<file path="config.mk">
export PLATFORM = sky130hd
export DESIGN_NAME = two_level_priority_queue_pair_core
export DESIGN_NICKNAME = d
export VERILOG_FILES = /design/src/design/tlpq_pkg.sv /design/src/design/tlpq_ctrl.sv /design/src/design/tlpq_dp.sv /design/src/design/two_level_priority_queue_pair_core.sv
export SDC_FILE = /design/constraint.sdc
export NUM_CORES = 1
export LEC_CHECK = 0
export ABC_AREA = 1
export BUFFER_PORTS_ARGS = -buffer_cell sky130_fd_sc_hd__buf_2
export CORE_MARGIN = 2
export CORE_UTILIZATION = 56
export CTS_BUF_LIST = sky130_fd_sc_hd__clkbuf_16
export CTS_CLUSTER_DIAMETER = 40
export DETAILED_ROUTE_END_ITERATION = 12
export HOLD_SLACK_MARGIN = 0.15
export PLACE_DENSITY = 0.73
export SKIP_LAST_GASP = 1
export SLEW_MARGIN = 30
export SYNTH_ARGS = -nofsm -noshare
export SYNTH_HDL_FRONTEND = slang
export SYNTH_SLANG_ARGS = --single-unit
export TNS_END_PERCENT = 1
</file>
<file path="constraint.sdc">
create_clock -name clk -period 4.8 [get_ports clk]
set_input_delay 0.72 -clock clk [delete_from_list [all_inputs] [get_ports clk]]
set_output_delay 0.72 -clock clk [all_outputs]
set_load 0.05 [all_outputs]
</file>
<file path="src/design/tlpq_pkg.sv">
// shared types and codes for the two-level priority queue pair
package tlpq_pkg;

  localparam logic       CMD_ENQ = 1'b0;
  localparam logic       CMD_DEQ = 1'b1;

  localparam logic [1:0] QSEL_HIGH = 2'd0;
  localparam logic [1:0] QSEL_LOW  = 2'd1;

  localparam int unsigned STATUS_W = 3;
  localparam int unsigned WORD_W   = 32;

  localparam logic [STATUS_W-1:0] ST_OK      = 3'd0;
  localparam logic [STATUS_W-1:0] ST_FULL    = 3'd1;
  localparam logic [STATUS_W-1:0] ST_EMPTY   = 3'd2;
  localparam logic [STATUS_W-1:0] ST_BLOCKED = 3'd3;
  localparam logic [STATUS_W-1:0] ST_NOQUEUE = 3'd4;

  typedef enum logic {
    S_IDLE,
    S_EXEC
  } ctl_state_t;

  // controller to datapath
  typedef struct packed {
    logic accept;    // take the input transfer, update pointers, start store read
    logic load_out;  // move the finished result into the output register
  } dp_cmd_t;

  // datapath to controller
  typedef struct packed {
    logic out_full;
  } dp_stat_t;

endpackage

</file>
<file path="src/design/tlpq_ctrl.sv">
// controller: sequences accept, store read and result hand-off
module tlpq_ctrl (
  input  logic               clk,
  input  logic               rst_n,
  input  logic               in_tvalid,
  output logic               in_tready,
  input  logic               out_tready,
  input  tlpq_pkg::dp_stat_t stat,
  output tlpq_pkg::dp_cmd_t  cmd
);

  tlpq_pkg::ctl_state_t state_r, state_nxt;

  always_ff @(posedge clk) begin
    if (!rst_n) begin
      state_r <= tlpq_pkg::S_IDLE;
    end else begin
      state_r <= state_nxt;
    end
  end

  always_comb begin
    state_nxt    = state_r;
    in_tready    = 1'b0;
    cmd.accept   = 1'b0;
    cmd.load_out = 1'b0;
    case (state_r)
      tlpq_pkg::S_IDLE: begin
        in_tready = 1'b1;
        if (in_tvalid) begin
          cmd.accept = 1'b1;
          state_nxt  = tlpq_pkg::S_EXEC;
        end
      end
      tlpq_pkg::S_EXEC: begin
        // wait here while the output register still holds an untaken result
        if (!stat.out_full || out_tready) begin
          cmd.load_out = 1'b1;
          state_nxt    = tlpq_pkg::S_IDLE;
        end
      end
      default: begin
        state_nxt = tlpq_pkg::S_IDLE;
      end
    endcase
  end

endmodule

</file>
<file path="src/design/tlpq_dp.sv">
// datapath: queue stores, front and count registers, decision and output register
module tlpq_dp #(
  parameter int unsigned QUEUE_DEPTH = 8
) (
  input  logic                                     clk,
  input  logic                                     rst_n,
  input  tlpq_pkg::dp_cmd_t                        cmd,
  output tlpq_pkg::dp_stat_t                       stat,
  input  logic                                     in_cmd,
  input  logic [1:0]                               in_sel,
  input  logic signed [tlpq_pkg::WORD_W-1:0]       in_word,
  input  logic                                     out_tready,
  output logic                                     out_tvalid,
  output logic [tlpq_pkg::STATUS_W-1:0]            out_status,
  output logic signed [tlpq_pkg::WORD_W-1:0]       out_word
);

  localparam int unsigned PTR_W = (QUEUE_DEPTH > 1) ? $clog2(QUEUE_DEPTH) : 1;
  localparam int unsigned CNT_W = $clog2(QUEUE_DEPTH + 1);
  localparam int unsigned SUM_W = CNT_W + 1;
  localparam logic [SUM_W-1:0] DEPTH_S = SUM_W'(QUEUE_DEPTH);

  logic [tlpq_pkg::WORD_W-1:0] high_mem [QUEUE_DEPTH];
  logic [tlpq_pkg::WORD_W-1:0] low_mem  [QUEUE_DEPTH];

  logic [PTR_W-1:0] hf_r, hf_nxt, lf_r, lf_nxt;
  logic [CNT_W-1:0] hc_r, hc_nxt, lc_r, lc_nxt;

  logic [tlpq_pkg::STATUS_W-1:0] st_r, st_nxt;
  logic                          pop_r, pop_nxt;
  logic                          psel_r, psel_nxt;
  logic [tlpq_pkg::WORD_W-1:0]   hrd_r, lrd_r;

  logic                          out_valid_r, out_valid_nxt;
  logic [tlpq_pkg::STATUS_W-1:0] out_status_r;
  logic [tlpq_pkg::WORD_W-1:0]   out_word_r;

  logic [SUM_W-1:0] h_rear, l_rear;
  logic             h_wr, l_wr;
  logic [PTR_W-1:0] h_waddr, l_waddr;

  assign h_rear  = SUM_W'(hf_r) + SUM_W'(hc_r);
  assign l_rear  = SUM_W'(lf_r) + SUM_W'(lc_r);
  assign h_waddr = h_rear[PTR_W-1:0];
  assign l_waddr = l_rear[PTR_W-1:0];

  always_comb begin
    st_nxt   = tlpq_pkg::ST_OK;
    pop_nxt  = 1'b0;
    psel_nxt = 1'b0;
    hf_nxt   = hf_r;
    hc_nxt   = hc_r;
    lf_nxt   = lf_r;
    lc_nxt   = lc_r;
    h_wr     = 1'b0;
    l_wr     = 1'b0;
    if (in_sel != tlpq_pkg::QSEL_HIGH && in_sel != tlpq_pkg::QSEL_LOW) begin
      st_nxt = tlpq_pkg::ST_NOQUEUE;
    end else if (in_cmd == tlpq_pkg::CMD_ENQ) begin
      if (in_sel == tlpq_pkg::QSEL_HIGH) begin
        if (h_rear >= DEPTH_S) begin
          st_nxt = tlpq_pkg::ST_FULL;
        end else begin
          h_wr   = 1'b1;
          hc_nxt = hc_r + CNT_W'(1);
        end
      end else begin
        if (l_rear >= DEPTH_S) begin
          st_nxt = tlpq_pkg::ST_FULL;
        end else begin
          l_wr   = 1'b1;
          lc_nxt = lc_r + CNT_W'(1);
        end
      end
    end else if (in_sel == tlpq_pkg::QSEL_HIGH) begin
      if (hc_r == '0) begin
        st_nxt = tlpq_pkg::ST_EMPTY;
      end else begin
        pop_nxt = 1'b1;
        // taking the last word rewinds the queue to slot zero
        if (hc_r == CNT_W'(1)) begin
          hf_nxt = '0;
          hc_nxt = '0;
        end else begin
          hf_nxt = hf_r + PTR_W'(1);
          hc_nxt = hc_r - CNT_W'(1);
        end
      end
    end else begin
      if (lc_r == '0) begin
        st_nxt = tlpq_pkg::ST_EMPTY;
      end else if (hc_r != '0) begin
        st_nxt = tlpq_pkg::ST_BLOCKED;
      end else begin
        pop_nxt  = 1'b1;
        psel_nxt = 1'b1;
        if (lc_r == CNT_W'(1)) begin
          lf_nxt = '0;
          lc_nxt = '0;
        end else begin
          lf_nxt = lf_r + PTR_W'(1);
          lc_nxt = lc_r - CNT_W'(1);
        end
      end
    end
  end

  always_ff @(posedge clk) begin
    if (!rst_n) begin
      hf_r <= '0;
      hc_r <= '0;
      lf_r <= '0;
      lc_r <= '0;
    end else if (cmd.accept) begin
      hf_r <= hf_nxt;
      hc_r <= hc_nxt;
      lf_r <= lf_nxt;
      lc_r <= lc_nxt;
    end
  end

  // stores: one write and one registered read each
  always_ff @(posedge clk) begin
    if (cmd.accept && h_wr) begin
      high_mem[h_waddr] <= in_word;
    end
    if (cmd.accept) begin
      hrd_r <= high_mem[hf_r];
    end
  end

  always_ff @(posedge clk) begin
    if (cmd.accept && l_wr) begin
      low_mem[l_waddr] <= in_word;
    end
    if (cmd.accept) begin
      lrd_r <= low_mem[lf_r];
    end
  end

  always_ff @(posedge clk) begin
    if (cmd.accept) begin
      st_r   <= st_nxt;
      pop_r  <= pop_nxt;
      psel_r <= psel_nxt;
    end
  end

  assign out_valid_nxt = cmd.load_out | (out_valid_r & ~out_tready);

  always_ff @(posedge clk) begin
    if (!rst_n) begin
      out_valid_r <= 1'b0;
    end else begin
      out_valid_r <= out_valid_nxt;
    end
  end

  always_ff @(posedge clk) begin
    if (cmd.load_out) begin
      out_status_r <= st_r;
      if (pop_r) begin
        out_word_r <= psel_r ? lrd_r : hrd_r;
      end else begin
        out_word_r <= '0;
      end
    end
  end

  assign out_tvalid    = out_valid_r;
  assign out_status    = out_status_r;
  assign out_word      = out_word_r;
  assign stat.out_full = out_valid_r;

  a_high_bound: assert property (@(posedge clk) disable iff (!rst_n)
    h_rear <= DEPTH_S)
    else $error("high queue rear beyond last slot");

  a_low_bound: assert property (@(posedge clk) disable iff (!rst_n)
    l_rear <= DEPTH_S)
    else $error("low queue rear beyond last slot");

  a_empty_rewind: assert property (@(posedge clk) disable iff (!rst_n)
    (hc_r != '0 || hf_r == '0) && (lc_r != '0 || lf_r == '0))
    else $error("empty queue front not rewound");

  a_word_only_on_ok: assert property (@(posedge clk) disable iff (!rst_n)
    (out_valid_r && out_word_r != '0) |-> out_status_r == tlpq_pkg::ST_OK)
    else $error("nonzero word with error status");

  a_load_slot_free: assert property (@(posedge clk) disable iff (!rst_n)
    cmd.load_out |-> (!out_valid_r || out_tready))
    else $error("result overwrote an untaken result");

endmodule

</file>
<file path="src/design/two_level_priority_queue_pair_core.sv">
// top level of the two-level priority queue pair
//
// Two linear (non-circular) queues of QUEUE_DEPTH words: high priority (queue 0)
// and low priority (queue 1). Each input transfer is one command: in_tuser[0]
// selects enqueue (0) or dequeue (1), in_tuser[2:1] names the queue, in_tdata
// carries the word to enqueue. Every command yields exactly one result transfer:
// out_tuser holds the status (ok, full, empty, blocked by high queue, no such
// queue) and out_tdata the dequeued word on a successful dequeue, else zero.
// An enqueue is refused once the rear has passed the last slot; a queue rewinds to
// slot zero when its last word is taken. A low dequeue is refused as blocked
// while the high queue holds a word.
// Each command is accepted in the idle state, which updates the pointers and
// starts the registered store read; the execute state then moves the result
// into the output register and raises out_tvalid, and only then is in_tready
// high again. A result waiting in the output register holds the block in the
// execute state until out_tready frees it; in_tready stays low meanwhile.
// Reset (rst_n low, synchronous) empties both queues and drops out_tvalid;
// store contents are not cleared and need no clearing pass.
module two_level_priority_queue_pair_core #(
  parameter int unsigned QUEUE_DEPTH = 8
) (
  input  logic        clk,
  input  logic        rst_n,
  input  logic        in_tvalid,
  output logic        in_tready,
  input  logic [31:0] in_tdata,   // [31:0] data_in
  input  logic [2:0]  in_tuser,   // [0] cmd, [2:1] queue_sel
  output logic        out_tvalid,
  input  logic        out_tready,
  output logic [31:0] out_tdata,  // [31:0] data_out
  output logic [2:0]  out_tuser   // [2:0] status
);

  tlpq_pkg::dp_cmd_t  cmd;
  tlpq_pkg::dp_stat_t stat;

  tlpq_ctrl u_ctrl (
    .clk        (clk),
    .rst_n      (rst_n),
    .in_tvalid  (in_tvalid),
    .in_tready  (in_tready),
    .out_tready (out_tready),
    .stat       (stat),
    .cmd        (cmd)
  );

  tlpq_dp #(
    .QUEUE_DEPTH (QUEUE_DEPTH)
  ) u_dp (
    .clk        (clk),
    .rst_n      (rst_n),
    .cmd        (cmd),
    .stat       (stat),
    .in_cmd     (in_tuser[0]),
    .in_sel     (in_tuser[2:1]),
    .in_word    (in_tdata),
    .out_tready (out_tready),
    .out_tvalid (out_tvalid),
    .out_status (out_tuser),
    .out_word   (out_tdata)
  );

endmodule
</file>
* After elaboration in Yosys (flattened, before gate mapping) *
Memories as Yosys holds them, arrays and structs flattened. A register that Yosys moved wholly into a read port is not among the register bits.
Cells that the tools add are included.

word-level totals
  bits in read-only memories = 0
  memories kept = 2
  register bits after elaboration = 56
  bits of input ports = 39
  bits in latches = 0
  bits in writable memories = 512

operators by class
  reduce and logical (&&, ||, !) cells = 16
  div/mod/pow operators = 0
  shifts and indexed selects = 0
  $mul = 0
  bitwise operators = 10
  multiplexer cells = 47
  eq/ne operators = 8
  $lt $le $gt $ge = 2
  add/subtract/negate cells = 8

memory list
  name           depth  width  read ports  clocked after Yosys merged registers in  wr ports  RTL line       RTL
  u_dp.high_mem  8      32     1           1                                        1         tlpq_dp.sv:23  logic [tlpq_pkg::WORD_W-1:0] high_mem [QUEUE_DEPTH];
  u_dp.low_mem   8      32     1           1                                        1         tlpq_dp.sv:24  logic [tlpq_pkg::WORD_W-1:0] low_mem [QUEUE_DEPTH];

operator list
  kind                 count
  $mux 4               13
  $mux 32              1
  $mux 1               24
  $mux 3               6
  $reduce_and 6->1     2
  $add 3x4->5          2
  $ge 5x4->1 const B   2
  $ne 2x2->1 const B   5
  $reduce_and 5->1     2
  $add 4x1->4 const B  2
  $eq 4x1->1 const B   2
  $logic_not 4->1      2
  $not 1->1            8
  $sub 4x1->4 const B  2
  $add 3x1->3 const B  2
  $mux 2               2
  $reduce_bool 4->1    1
  $logic_and 1x1->1    3
  $reduce_or 3->1      1
  $logic_not 2->1      1
  $ne 2x1->1 const B   1
  $pmux 1 s2           1
  $reduce_bool 2->1    1
  $reduce_or 2->1      1
  other kinds (4)      4

* Longest topological paths before layout *
Gate-level depths: netlist of the first run.

  depth in word-level cells = 9
  mapped depth = 14

* Cells and area by module *
From an unflattened synthesis of the first run, not the netlist that was laid out.

second synthesis, totals
  cells, all modules = 1,900
  area total of the unflattened synthesis = 24,862.6 um2

by module, submodules not included
  module     times used  area an instance (um2)  cells each
  tlpq_dp    1           24,810.0                1,892
  tlpq_ctrl  1           52.6                    8

* Worst setup path after synthesis of the first run *
No wires, ideal clock.

  kind = input -> register
  start = in in_tvalid
  end = mem u_dp.low_mem[1][0] in the netlist's numbering, enable pin
  setup time = 0.461 ns
  path slack = -0.335 ns
  required time = 4.339 ns
  arrival = 4.674 ns
  cell stages on the path = 6
  path through = inv_2 > nor2_4 > inv_2 > nor3_1 > nand3_1 > nor3_1

RTL lines
  element      RTL line                                  RTL
  from (decl)  two_level_priority_queue_pair_core.sv:24  input logic in_tvalid,
  to (decl)    tlpq_dp.sv:24

* Worst setup path after layout of the first run *
  start = reg u_dp.lf_r[0]
  end = mem u_dp.low_mem[7][31] in the netlist's numbering, enable pin

between the ends
  word-level cells in the longest chain between the ends = 9

RTL lines
  element                       RTL line        RTL
  from (decl)                   tlpq_dp.sv:26   logic [PTR_W-1:0] hf_r, hf_nxt, lf_r, lf_nxt;
  from (signal assigned)        tlpq_dp.sv:117  lf_r <= lf_nxt;
  $add 3x4->5 *                 tlpq_dp.sv:43   assign l_rear = SUM_W'(lf_r) + SUM_W'(lc_r);
  $ge 5x4->1                    tlpq_dp.sv:68   if (l_rear >= DEPTH_S) begin
  $mux 1                        tlpq_dp.sv:68
  $mux 1                        tlpq_dp.sv:60   if (in_sel == tlpq_pkg::QSEL_HIGH) begin
  $mux 1                        tlpq_dp.sv:59   end else if (in_cmd == tlpq_pkg::CMD_ENQ) begin
  $mux 1                        tlpq_dp.sv:57   if (in_sel != tlpq_pkg::QSEL_HIGH && in_sel != tlpq_pkg::QSEL_LOW) begin
  $logic_and 1x1->1             tlpq_dp.sv:133  if (cmd.accept && l_wr) begin
  $mux 1                        tlpq_dp.sv:133
  $mux 1 (implied by the code)  tlpq_dp.sv:134  low_mem[l_waddr] <= in_word;

Every way passes the cells marked *; elsewhere a longest branch is shown, timed or not.

==> results of run 1 <==
power by group:
part	leakage [nW]	internal (mW)	switching, mW
registers	5.73	6.14	0.0267
clock network	1.17	3.04	2.20
logic	2.80	0.0905	0.343
area by class of cell:
cell class / count / area share
Sequential cell: 632 / 0.666
Multi-Input combinational cell: 1125 / 0.192
Clock buffer: 75 / 0.0664
Timing Repair Buffer: 107 / 0.0275
Tap cell: 592 / 0.0262
Clock inverter: 58 / 0.0155
Inverter: 45 / 0.00620
routing by layer:
layer / vias to the layer above / track usage / share of wire
met4: 0 / 0.0900 / 0.026
li1: 7082 / - / -
met2: 645 / 0.400 / 0.49
met3: 100 / 0.0404 / 0.073
met5: - / 0 / 0
met1: 7485 / 0.339 / 0.41
path summary, 6_finish.rpt:
kind | cells past startpoint | from | to | slack, ns
hold / removal | 1 | in_tuser[2] | u_dp.st_r[2] | 0.37
hold reg to reg | 0 | u_dp.st_r[1] | u_dp.out_status[1] | 0.42
setup / recovery | 7 | u_dp.lf_r[0] | u_dp.low_mem[7][31] | 1.36
setup reg to reg | 7 | u_dp.lf_r[0] | u_dp.low_mem[7][31] | 1.36
per-stage QoR:
step | cells | power, mW | TNS [ns]
CTS | 2632 | 11.9 | 0
global route | 2634 | 12.2 | 0
global placement | 2493 | 6.70 | 0
floorplan | 1913 | 6.52 | -42.81
finish | 2634 | 11.8 | 0
detailed placement | 2499 | 6.71 | 0
state kept, by name, summed over array words and instances (netlist names), 3 cells and up:
name,flops
u_dp.lf_r,3
u_dp.lrd_r,32
u_dp.lc_r,4
u_dp.st_r,3
u_dp.out_word,32
u_dp.hrd_r,32
u_dp.hf_r,3
u_dp.high_mem,256
u_dp.hc_r,4
u_dp.low_mem,256
u_dp.out_status,3
cells in the final DEF, fill, tap and decap left out, drive strengths merged, types with 21 or more instances in the layout:
| cell | Yosys | routed |
|---|---|---|
| o22ai | 64 | 64 |
| o21ai | 297 | 297 |
| edfxtp | 616 | 616 |
| nand2 | 66 | 66 |
| clkbuf | 51 | 75 |
| a31oi | 64 | 64 |
| nor2 | 557 | 557 |
| nand3 | 21 | 21 |
| clkinv | 1 | 37 |
| inv | 44 | 60 |
| buf | 60 | 107 |
cell families (layout without fill, tap and decap cells):
family | Yosys count | in the layout
AO/OA/AOI/OAI | 445 | 445
XOR/XNOR | 4 | 4
buffers and inverters | 156 | 285
adder cells (fa/ha/maj) | 18 | 18
flip-flops | 632 | 632
AND/OR/NAND/NOR | 658 | 658
worst max-delay path: stages (launching register included):
cell	delay (ns)
dfxtp_4	0.72
ha_1	0.28
inv_1	0.05
fa_1	0.41
xnor2_2	0.52
nand2_1	0.29
nor2_4	0.61
buf_16	0.23
==> out/metrics.cfg, run 1 <==
[clock_network]
clock_sinks = 632
cts_tree = yes
hold_buffers = 0
cts_buffers = 73
clock_path_buffers = 3
cts_max_level = 3
clk_pin_slew_worst_paths_ns = 0.06
cts_resized = 0
clock_latency_ns = 0.60
post_cts_buffers = 0
root_buffer = clkbuf_16

[cells_and_area]
drive_gt1_frac = 0.133
nets = 2041
final_core_util = 0.642
antenna_cells = 0
nFillCells = 3116
area_growth_pct = 13.7
design_area_um2 = 28300
seq_area_um2 = 18800
multiInputGateArea_um2 = 5420

[yosys]
synth_edf_count = 616
ys_seq_area_frac = 0.757
yosysMostFrequentCell = edfxtp_1
synth_flop_cell = edfxtp_1
synthMuxAreaShare = 0
synth_top_family_by_area = simple AND/OR/NAND/NOR gates
synth_cells = 1913
yosys.area_share.simple = 0.104
synth_fa_ha_area_frac = 0.00967
netlist.area_leader.share = 0.744
ys_top_cells_by_count = edfxtp_1 (616), nor2_1 (547), o21ai_0 (275), a31oi_1 (64), o22ai_1 (64)
yosysWarnings = 0
synth_largest_area_cell = edfxtp_1
synth_cell_types = 34
syn_area_per_cell_um2 = 13.0
synth-seq-cells = 632
netlist_area_um2 = 24900
synth_compound_area_frac = 0.0966
synthTopCellsByArea = edfxtp_1 (74%), nor2_1 (8.3%), o21ai_0 (5.5%), a31oi_1 (1.6%), o22ai_1 (1.6%)
ys_async_sr_fraction = 0
syn_nets = 1970
synth-xor-area-share = 0.00141

[grt]
track_usage = 0.246
first_global_vias = 15100
antenna_found_initial = 0
grt_max_degree = 130
grt.overflow.total = 0
grt_pass1_wl_um = 86600

[sta]
whs_ns = 0.373
rsz0062_at_grt = false
fin_skew_ns = 0.0308
fin_crit_sh = 0.716
worstMarginPinSlew_ns = 0.915
slew_viol_final = 0
maxSlewHeadroom = 0.389
finalHoldViolCount = 0
min_period_ns = 3.44
max_freq_ghz = 0.291
fin_ws_ns = 1.36
finalSetupViolCount = 0

[power]
ir_drop_v = 0.000279
cellPowerDensity_nw_per_um2 = 419
p_leak_nw = 9.70

[run]
cap_violations = 0

[placed_design]
dpl_worst_slack_ns = 0.950
port_buffers = 75
gp_congestion = 0.810
placed_cell_area_um2 = 25900
hpwl_um = 31900

[worst_setup_path]
arrival_ns = 3.72
crit_path_max_fanout = 54
criticalPathCategory = flip-flop to flip-flop
crit_required_ns = 5.09
start_kind = flip-flop
cp-end-kind = flip-flop

[floorplan]
die_h_um = 215
dieArea_um2 = 46100
die_x_um = 215
boundaryPins = 76
core_um2 = 44000
row_count = 77
start_util = 0.565

[drt]
drtIter0Drc = 1936
wl_um = 56500
vias = 15300
route.detailed.drc = 0
wl_per_cell_um = 21.5
ant_nets = 0
vias_per_cell = 5.81
dr.pass1.iters = 5

[min_path]
hold_path.class = input pin to flip-flop

[status]
status = complete, no violations

Power figures use the tool's default switching activity.
==> inputs of run 2 (changes only) <==
--- a/config.mk
+++ b/config.mk
@@ -5,15 +5,15 @@
 export SDC_FILE = /design/constraint.sdc
 export NUM_CORES = 1
 export LEC_CHECK = 0
-export ABC_AREA = 1
+export ABC_AREA = 0
 export BUFFER_PORTS_ARGS = -buffer_cell sky130_fd_sc_hd__buf_2
 export CORE_MARGIN = 2
-export CORE_UTILIZATION = 56
+export CORE_UTILIZATION = 60
 export CTS_BUF_LIST = sky130_fd_sc_hd__clkbuf_16
 export CTS_CLUSTER_DIAMETER = 40
 export DETAILED_ROUTE_END_ITERATION = 12
 export HOLD_SLACK_MARGIN = 0.15
-export PLACE_DENSITY = 0.73
+export PLACE_DENSITY = 0.74
 export SKIP_LAST_GASP = 1
 export SLEW_MARGIN = 30
 export SYNTH_ARGS = -nofsm -noshare
==> constraint.sdc (replaced) <==
create_clock -name clk -period 3.3 [get_ports clk]
set_input_delay 0.495 -clock clk [delete_from_list [all_inputs] [get_ports clk]]
set_output_delay 0.495 -clock clk [all_outputs]
set_load 0.05 [all_outputs]
==> run 2 against run 1 <==
  * Sequential cell count unchanged
  * Largest cell class unchanged
  * Largest power group unchanged
  * Critical path type unchanged
  * Critical endpoint is now u_dp.high_mem[3][18]
  * Clock-buffer cell count increased by 1
  * First-iteration DRC count shrank 51%
==> out/metrics.cfg, run 2 <==
[status]
status = complete, no violations

[worst_setup_path]
rr_startpoint = u_dp.hc_r[1]
arrival_ns = 3.16
crit_path_max_fanout = 18
reg2reg_depth = 7
cp-end-kind = flip-flop
reg2reg_slack_ns = 0.40
start_kind = flip-flop
crit_required_ns = 3.56
timing.rr.end = u_dp.high_mem[3][18]
criticalPathCategory = flip-flop to flip-flop

[yosys]
synthMuxAreaShare = 0.162
ys_async_sr_fraction = 0
ys_top_cells_by_count = edfxtp_1 (616), mux4_2 (128), mux2_2 (64), nor2b_1 (37), mux2i_1 (34)
synth_flop_cell = edfxtp_1
synth_largest_area_cell = edfxtp_1
netlist_area_um2 = 24300
synth-seq-cells = 632
netlist.area_leader.share = 0.761
synth_compound_area_frac = 0.0121
syn_area_per_cell_um2 = 22.0
syn_nets = 1162
synth-xor-area-share = 0.00180
yosys.area_share.simple = 0.0304
synth_edf_count = 616
yosysWarnings = 0
synthTopCellsByArea = edfxtp_1 (76%), mux4_2 (12%), mux2_2 (3.0%), mux2i_1 (1.4%), dfxtp_1 (1.3%)
synth_cells = 1105
yosysMostFrequentCell = edfxtp_1
ys_seq_area_frac = 0.774
synth_cell_types = 53
synth_fa_ha_area_frac = 0.00988
synth_top_family_by_area = multiplexers

[drt]
ant_nets = 0
drtIter0Drc = 946
wl_per_cell_um = 26.3
dr.pass1.iters = 5
vias_per_cell = 6.13
wl_um = 48300
vias = 11300
route.detailed.drc = 0

[sta]
fin_crit_sh = 0.879
max_freq_ghz = 0.345
fin_skew_ns = 0.0299
whs_ns = 0.184
rsz0062_at_grt = false
worstMarginPinSlew_ns = 0.748
min_period_ns = 2.90
slew_viol_final = 0
finalHoldViolCount = 0
finalSetupViolCount = 0
maxSlewHeadroom = 0.497

[grt]
grt_pass1_wl_um = 73100
antenna_found_initial = 2
track_usage = 0.240
grt.overflow.total = 0
first_global_vias = 11800
grt_max_degree = 68

[min_path]
hold_path.class = input pin to flip-flop
holdPathStages = 1
hold-path-endpoint = u_dp.st_r[2]
min_from = in_tuser[2]

[floorplan]
dieArea_um2 = 42200
die_h_um = 205
core_um2 = 39800
die_x_um = 205
boundaryPins = 76
row_count = 73
start_util = 0.611

[clock_network]
root_buffer = clkbuf_16
clock_latency_ns = 0.61
hold_buffers = 0
cts_max_level = 3
post_cts_buffers = 0
clk_pin_slew_worst_paths_ns = 0.06
clock_sinks = 632
cts_tree = yes
cts_resized = 0
clock_path_buffers = 3
cts_buffers = 73

[power]
switching_share = 0.212
pwr-share-clk = 0.465
combPwrFrac = 0.029
p_sw_mw = 3.75
p_int_mw = 14.0
ir_drop_v = 0.000536
p_leak_nw = 9.12
cellPowerDensity_nw_per_um2 = 628
p_seq_frac = 0.506

[cells_and_area]
layout.cells.most_common = edfxtp_1
biggestRegsByFlops = u_dp.high_mem (256), u_dp.low_mem (256)
area_growth_pct = 16.0
drive_gt1_frac = 0.360
final_cell_mix = edfxtp_1 (616), mux4_2 (128), clkbuf_16 (76)
nets = 1309
antenna_cells = 0
final_core_util = 0.708

[run]
cap_violations = 0

[placed_design]
port_buffers = 75
gp_congestion = 0.768
hpwl_um = 26900

[run 2: logic make-up (layout without fill, tap and decap cells)]
logic type | Yosys count | in the layout
flops | 632 | 632
mux | 226 | 226
simple gates | 123 | 123
buf+inv | 59 | 267
compound gates | 42 | 42
fa+ha+maj | 18 | 18
xor+xnor | 5 | 5
[run 2: worst max-delay path: stages, from the launching register on]
cell and delay [ns]:
dfxtp_1 0.41, ha_1 0.27, a21o_1 0.21, a211oi_2 0.38, nor2_2 0.11, or4b_4 0.61
nor3_4 0.22, buf_4 0.33
[run 2: metal layers]
layer / global-route usage / part of all wire / up-vias
li1: - / - / 4882
met1: 0.336 / 0.42 / 5938
met2: 0.395 / 0.50 / 368
met3: 0.0409 / 0.055 / 72
met4: 0.0730 / 0.019 / 2
met5: 0 / 0.00027 / -
[run 2: worst max path at each step]
stage	from	to	slack [ns]	cells past startpoint
2_1_floorplan	in_tvalid	u_dp.high_mem[3][0]	-0.41	4
3_3_place_gp	u_dp.hc_r[2]	u_dp.high_mem[3][16]	0.52	7
3_5_place_dp	u_dp.hc_r[1]	u_dp.high_mem[3][15]	0.45	7
4_1_cts	u_dp.hc_r[1]	u_dp.high_mem[3][19]	0.41	7
5_1_grt	u_dp.hc_r[0]	u_dp.high_mem[5][0]	0.28	7
6_report	u_dp.hc_r[1]	u_dp.high_mem[3][18]	0.40	7
[run 2: area by class of cell]
class / instances / area (um^2)
clock buffers: 76 / 1900
clock inverters: 60 / 614
fillers: 2368 / 11600
inverters: 10 / 37.5
multi-input cells: 414 / 5420
flip-flops and latches: 632 / 18800
well taps: 525 / 657
repair buffers: 121 / 737
[run 2: power groups by stage]
stage / sequential (mW) / combinational [mW] / clock, mW
finish: 8.95 / 0.518 / 8.24
detailed placement: 9.12 / 0.519 / 0
global placement: 9.12 / 0.508 / 0
global route: 8.96 / 0.559 / 8.66
CTS: 8.95 / 0.523 / 8.36
floorplan: 9.21 / 0.204 / 0
[run 2: stage by stage]
stage / setup TNS (ns) / total power, mW / std cells / worst slack [ns] / area, um^2
5_1_grt: 0 / 18.2 / 1838 / 0.282 / 28200
2_1_floorplan: -92.53 / 9.41 / 1105 / -0.407 / 24400
4_1_cts: 0 / 17.8 / 1838 / 0.410 / 28200
3_5_place_dp: 0 / 9.64 / 1702 / 0.455 / 25700
3_3_place_gp: 0 / 9.63 / 1702 / 0.522 / 25700
6_report: 0 / 17.7 / 1838 / 0.401 / 28200
==> inputs of run 3 (changes only) <==
--- a/config.mk
+++ b/config.mk
@@ -8,12 +8,12 @@
 export ABC_AREA = 0
 export BUFFER_PORTS_ARGS = -buffer_cell sky130_fd_sc_hd__buf_2
 export CORE_MARGIN = 2
-export CORE_UTILIZATION = 60
+export CORE_UTILIZATION = 35
 export CTS_BUF_LIST = sky130_fd_sc_hd__clkbuf_16
 export CTS_CLUSTER_DIAMETER = 40
 export DETAILED_ROUTE_END_ITERATION = 12
 export HOLD_SLACK_MARGIN = 0.15
-export PLACE_DENSITY = 0.74
+export PLACE_DENSITY = 0.47
 export SKIP_LAST_GASP = 1
 export SLEW_MARGIN = 30
 export SYNTH_ARGS = -nofsm -noshare
==> run 3 against run 2 <==
  * Clock-buffer cell count increased by 24
  * Critical path depth decreased by 1
  * Non-clock buffer count unchanged
  * Final cell count increased by 25%
  * Worst setup slack improved by 0.029 ns
  * Register-to-register slack improved by 0.03 ns
  * Worst hold slack improved by 0.060 ns
  * Wire length increased by 11%
  * Design area increased by 5.7%
  * Combinational power increased by 3%
  * Global-route usage decreased by 8.5 points
  * Die area increased by 70%
==> out/metrics.cfg, run 3 (same netlist as run 2, synthesis figures left out) <==
[placed_design]
port_buffers = 75
hpwl_um = 30100
placed_cell_area_um2 = 26300
gp_congestion = 0.734

[min_path]
min_from = in_tdata[31]
hold-path-endpoint = u_dp.low_mem[7][31]
hold_path.class = input pin to flip-flop
holdPathStages = 1

[floorplan]
start_util = 0.354
dieArea_um2 = 71600
die_h_um = 268
row_count = 96
core_um2 = 68700
boundaryPins = 76
die_x_um = 268

[worst_setup_path]
cp-end-kind = flip-flop
timing.rr.end = u_dp.high_mem[3][7]
crit_path_max_incr_delay_ns = 0.61
crit_path_cell_trace = ha_1, a211oi_2, nor2_2, or4b_4, nor3_4, buf_12
crit_required_ns = 3.60
crit_path_max_fanout = 32
crit_family = simple AND/OR/NAND/NOR gates
slowest_stage = or4b_4
path_depth = 6
reg2reg_slack_ns = 0.43
start_kind = flip-flop
rr_startpoint = u_dp.hc_r[2]
arrival_ns = 3.17
criticalPathCategory = flip-flop to flip-flop
cp.buffers_inverters = 1
reg2reg_depth = 6
startpoint = u_dp.hc_r[2]

[grt]
antenna_found_initial = 0
grt_max_degree = 68
first_global_vias = 12300
grt_pass1_wl_um = 80700
track_usage = 0.155
grt.overflow.total = 0

[drt]
wl_um = 53800
vias_per_cell = 4.92
drtIter0Drc = 726
wl_per_cell_um = 23.4
ant_nets = 0
dr.pass1.iters = 5
route.detailed.drc = 0
vias = 11300

[clock_network]
clk_pin_slew_worst_paths_ns = 0.05
clock_latency_ns = 0.64
clock_sinks = 632
root_buffer = clkbuf_16
cts_buffers = 99
post_cts_buffers = 0
cts_max_level = 3
cts_tree = yes
clock_path_buffers = 3

[cells_and_area]
nFillCells = 5942
drive_gt1_frac = 0.375
layout.cells.most_common = edfxtp_1
biggestRegsByFlops = u_dp.high_mem (256), u_dp.low_mem (256)
area_growth_pct = 22.6
design_area_um2 = 29800
multiInputGateArea_um2 = 5420
final_cell_mix = edfxtp_1 (616), mux4_2 (128), clkbuf_16 (100)
nets = 1335
seq_area_um2 = 18800
antenna_cells = 0

[run]
cap_violations = 0

[sta]
fin_crit_sh = 0.870
worstMarginPinSlew_ns = 0.937
slew_viol_final = 0
rsz0062_at_grt = false
max_freq_ghz = 0.348
finalSetupViolCount = 0
fin_skew_ns = 0.0238
finalHoldViolCount = 0
min_period_ns = 2.87
whs_ns = 0.244
maxSlewHeadroom = 0.375

[power]
ir_drop_v = 0.000361
p_leak_nw = 9.62
cellPowerDensity_nw_per_um2 = 682
power_mw = 20.3

[status]
status = complete, no violations

## run 3: changes by cell type in the layout (fill, tap and decap cells not counted), moves of 2 or more
cell / delta
clkinv_1: +6
buf_12: +8
dlygate4sd3_1: +3
clkinv_4: +7
inv_8: -3
inv_6: +4
bufinv_16: +11
buf_4: -11
inv_1: +2
clkbuf_16: +24
## run 3: final cells by class
type                    count  area share
well taps                 931      0.0391
repair buffers            121      0.0283
clock inverters            85      0.0337
multi-input cells         414       0.182
clock buffers             100      0.0839
inverters                  10     0.00126
flip-flops and latches    632       0.632
## run 3: timing repair
action | in CTS | in global routing
hold buffers | 3 | 0
gates resized for setup | 0 | 0
setup endpoints to repair | 0 | 0
endpoints found under the hold margin | 3 | 0
## run 3: worst max-delay path by stage
stage | end | slack [ns]
finish | u_dp.high_mem[3][7] | 0.43
global route | u_dp.hrd_r[8] | 0.30
CTS | u_dp.high_mem[3][7] | 0.45
detailed placement | u_dp.high_mem[3][7] | 0.47
global placement | u_dp.hrd_r[12] | 0.49
floorplan | u_dp.high_mem[3][0] | -0.41
## run 3: worst reg2reg max path, cell delays in order, from the launching register on
cell	delay, ns
dfxtp_1	0.53
ha_1	0.36
a211oi_2	0.37
nor2_2	0.12
or4b_4	0.61
nor3_4	0.24
buf_12	0.28
## run 3: where the power goes
group / internal (mW) / switching, mW
Clock: 7.05 / 3.78
Combinational: 0.150 / 0.384
Sequential: 8.92 / 0.0471
Total: 16.1 / 4.21
## run 3: through the flow
step	cells	setup TNS, ns	util	worst slack, ns
global route	2293	0	0.434	0.301
CTS	2293	0	0.434	0.445
detailed placement	2105	0	0.382	0.470
floorplan	1105	-92.53	-	-0.407
global placement	2105	0	0.382	0.486
finish	2293	0	0.434	0.430
## run 3: routing by layer
metal | vias to the layer above | wire length (um) | track usage | share of wire
met5 | - | 0 | 0 | 0
met4 | 0 | 1240 | 0.0545 | 0.023
met3 | 96 | 2120 | 0.0284 | 0.039
met2 | 240 | 25900 | 0.251 | 0.48
met1 | 5996 | 24500 | 0.212 | 0.45
li1 | 4957 | - | - | -
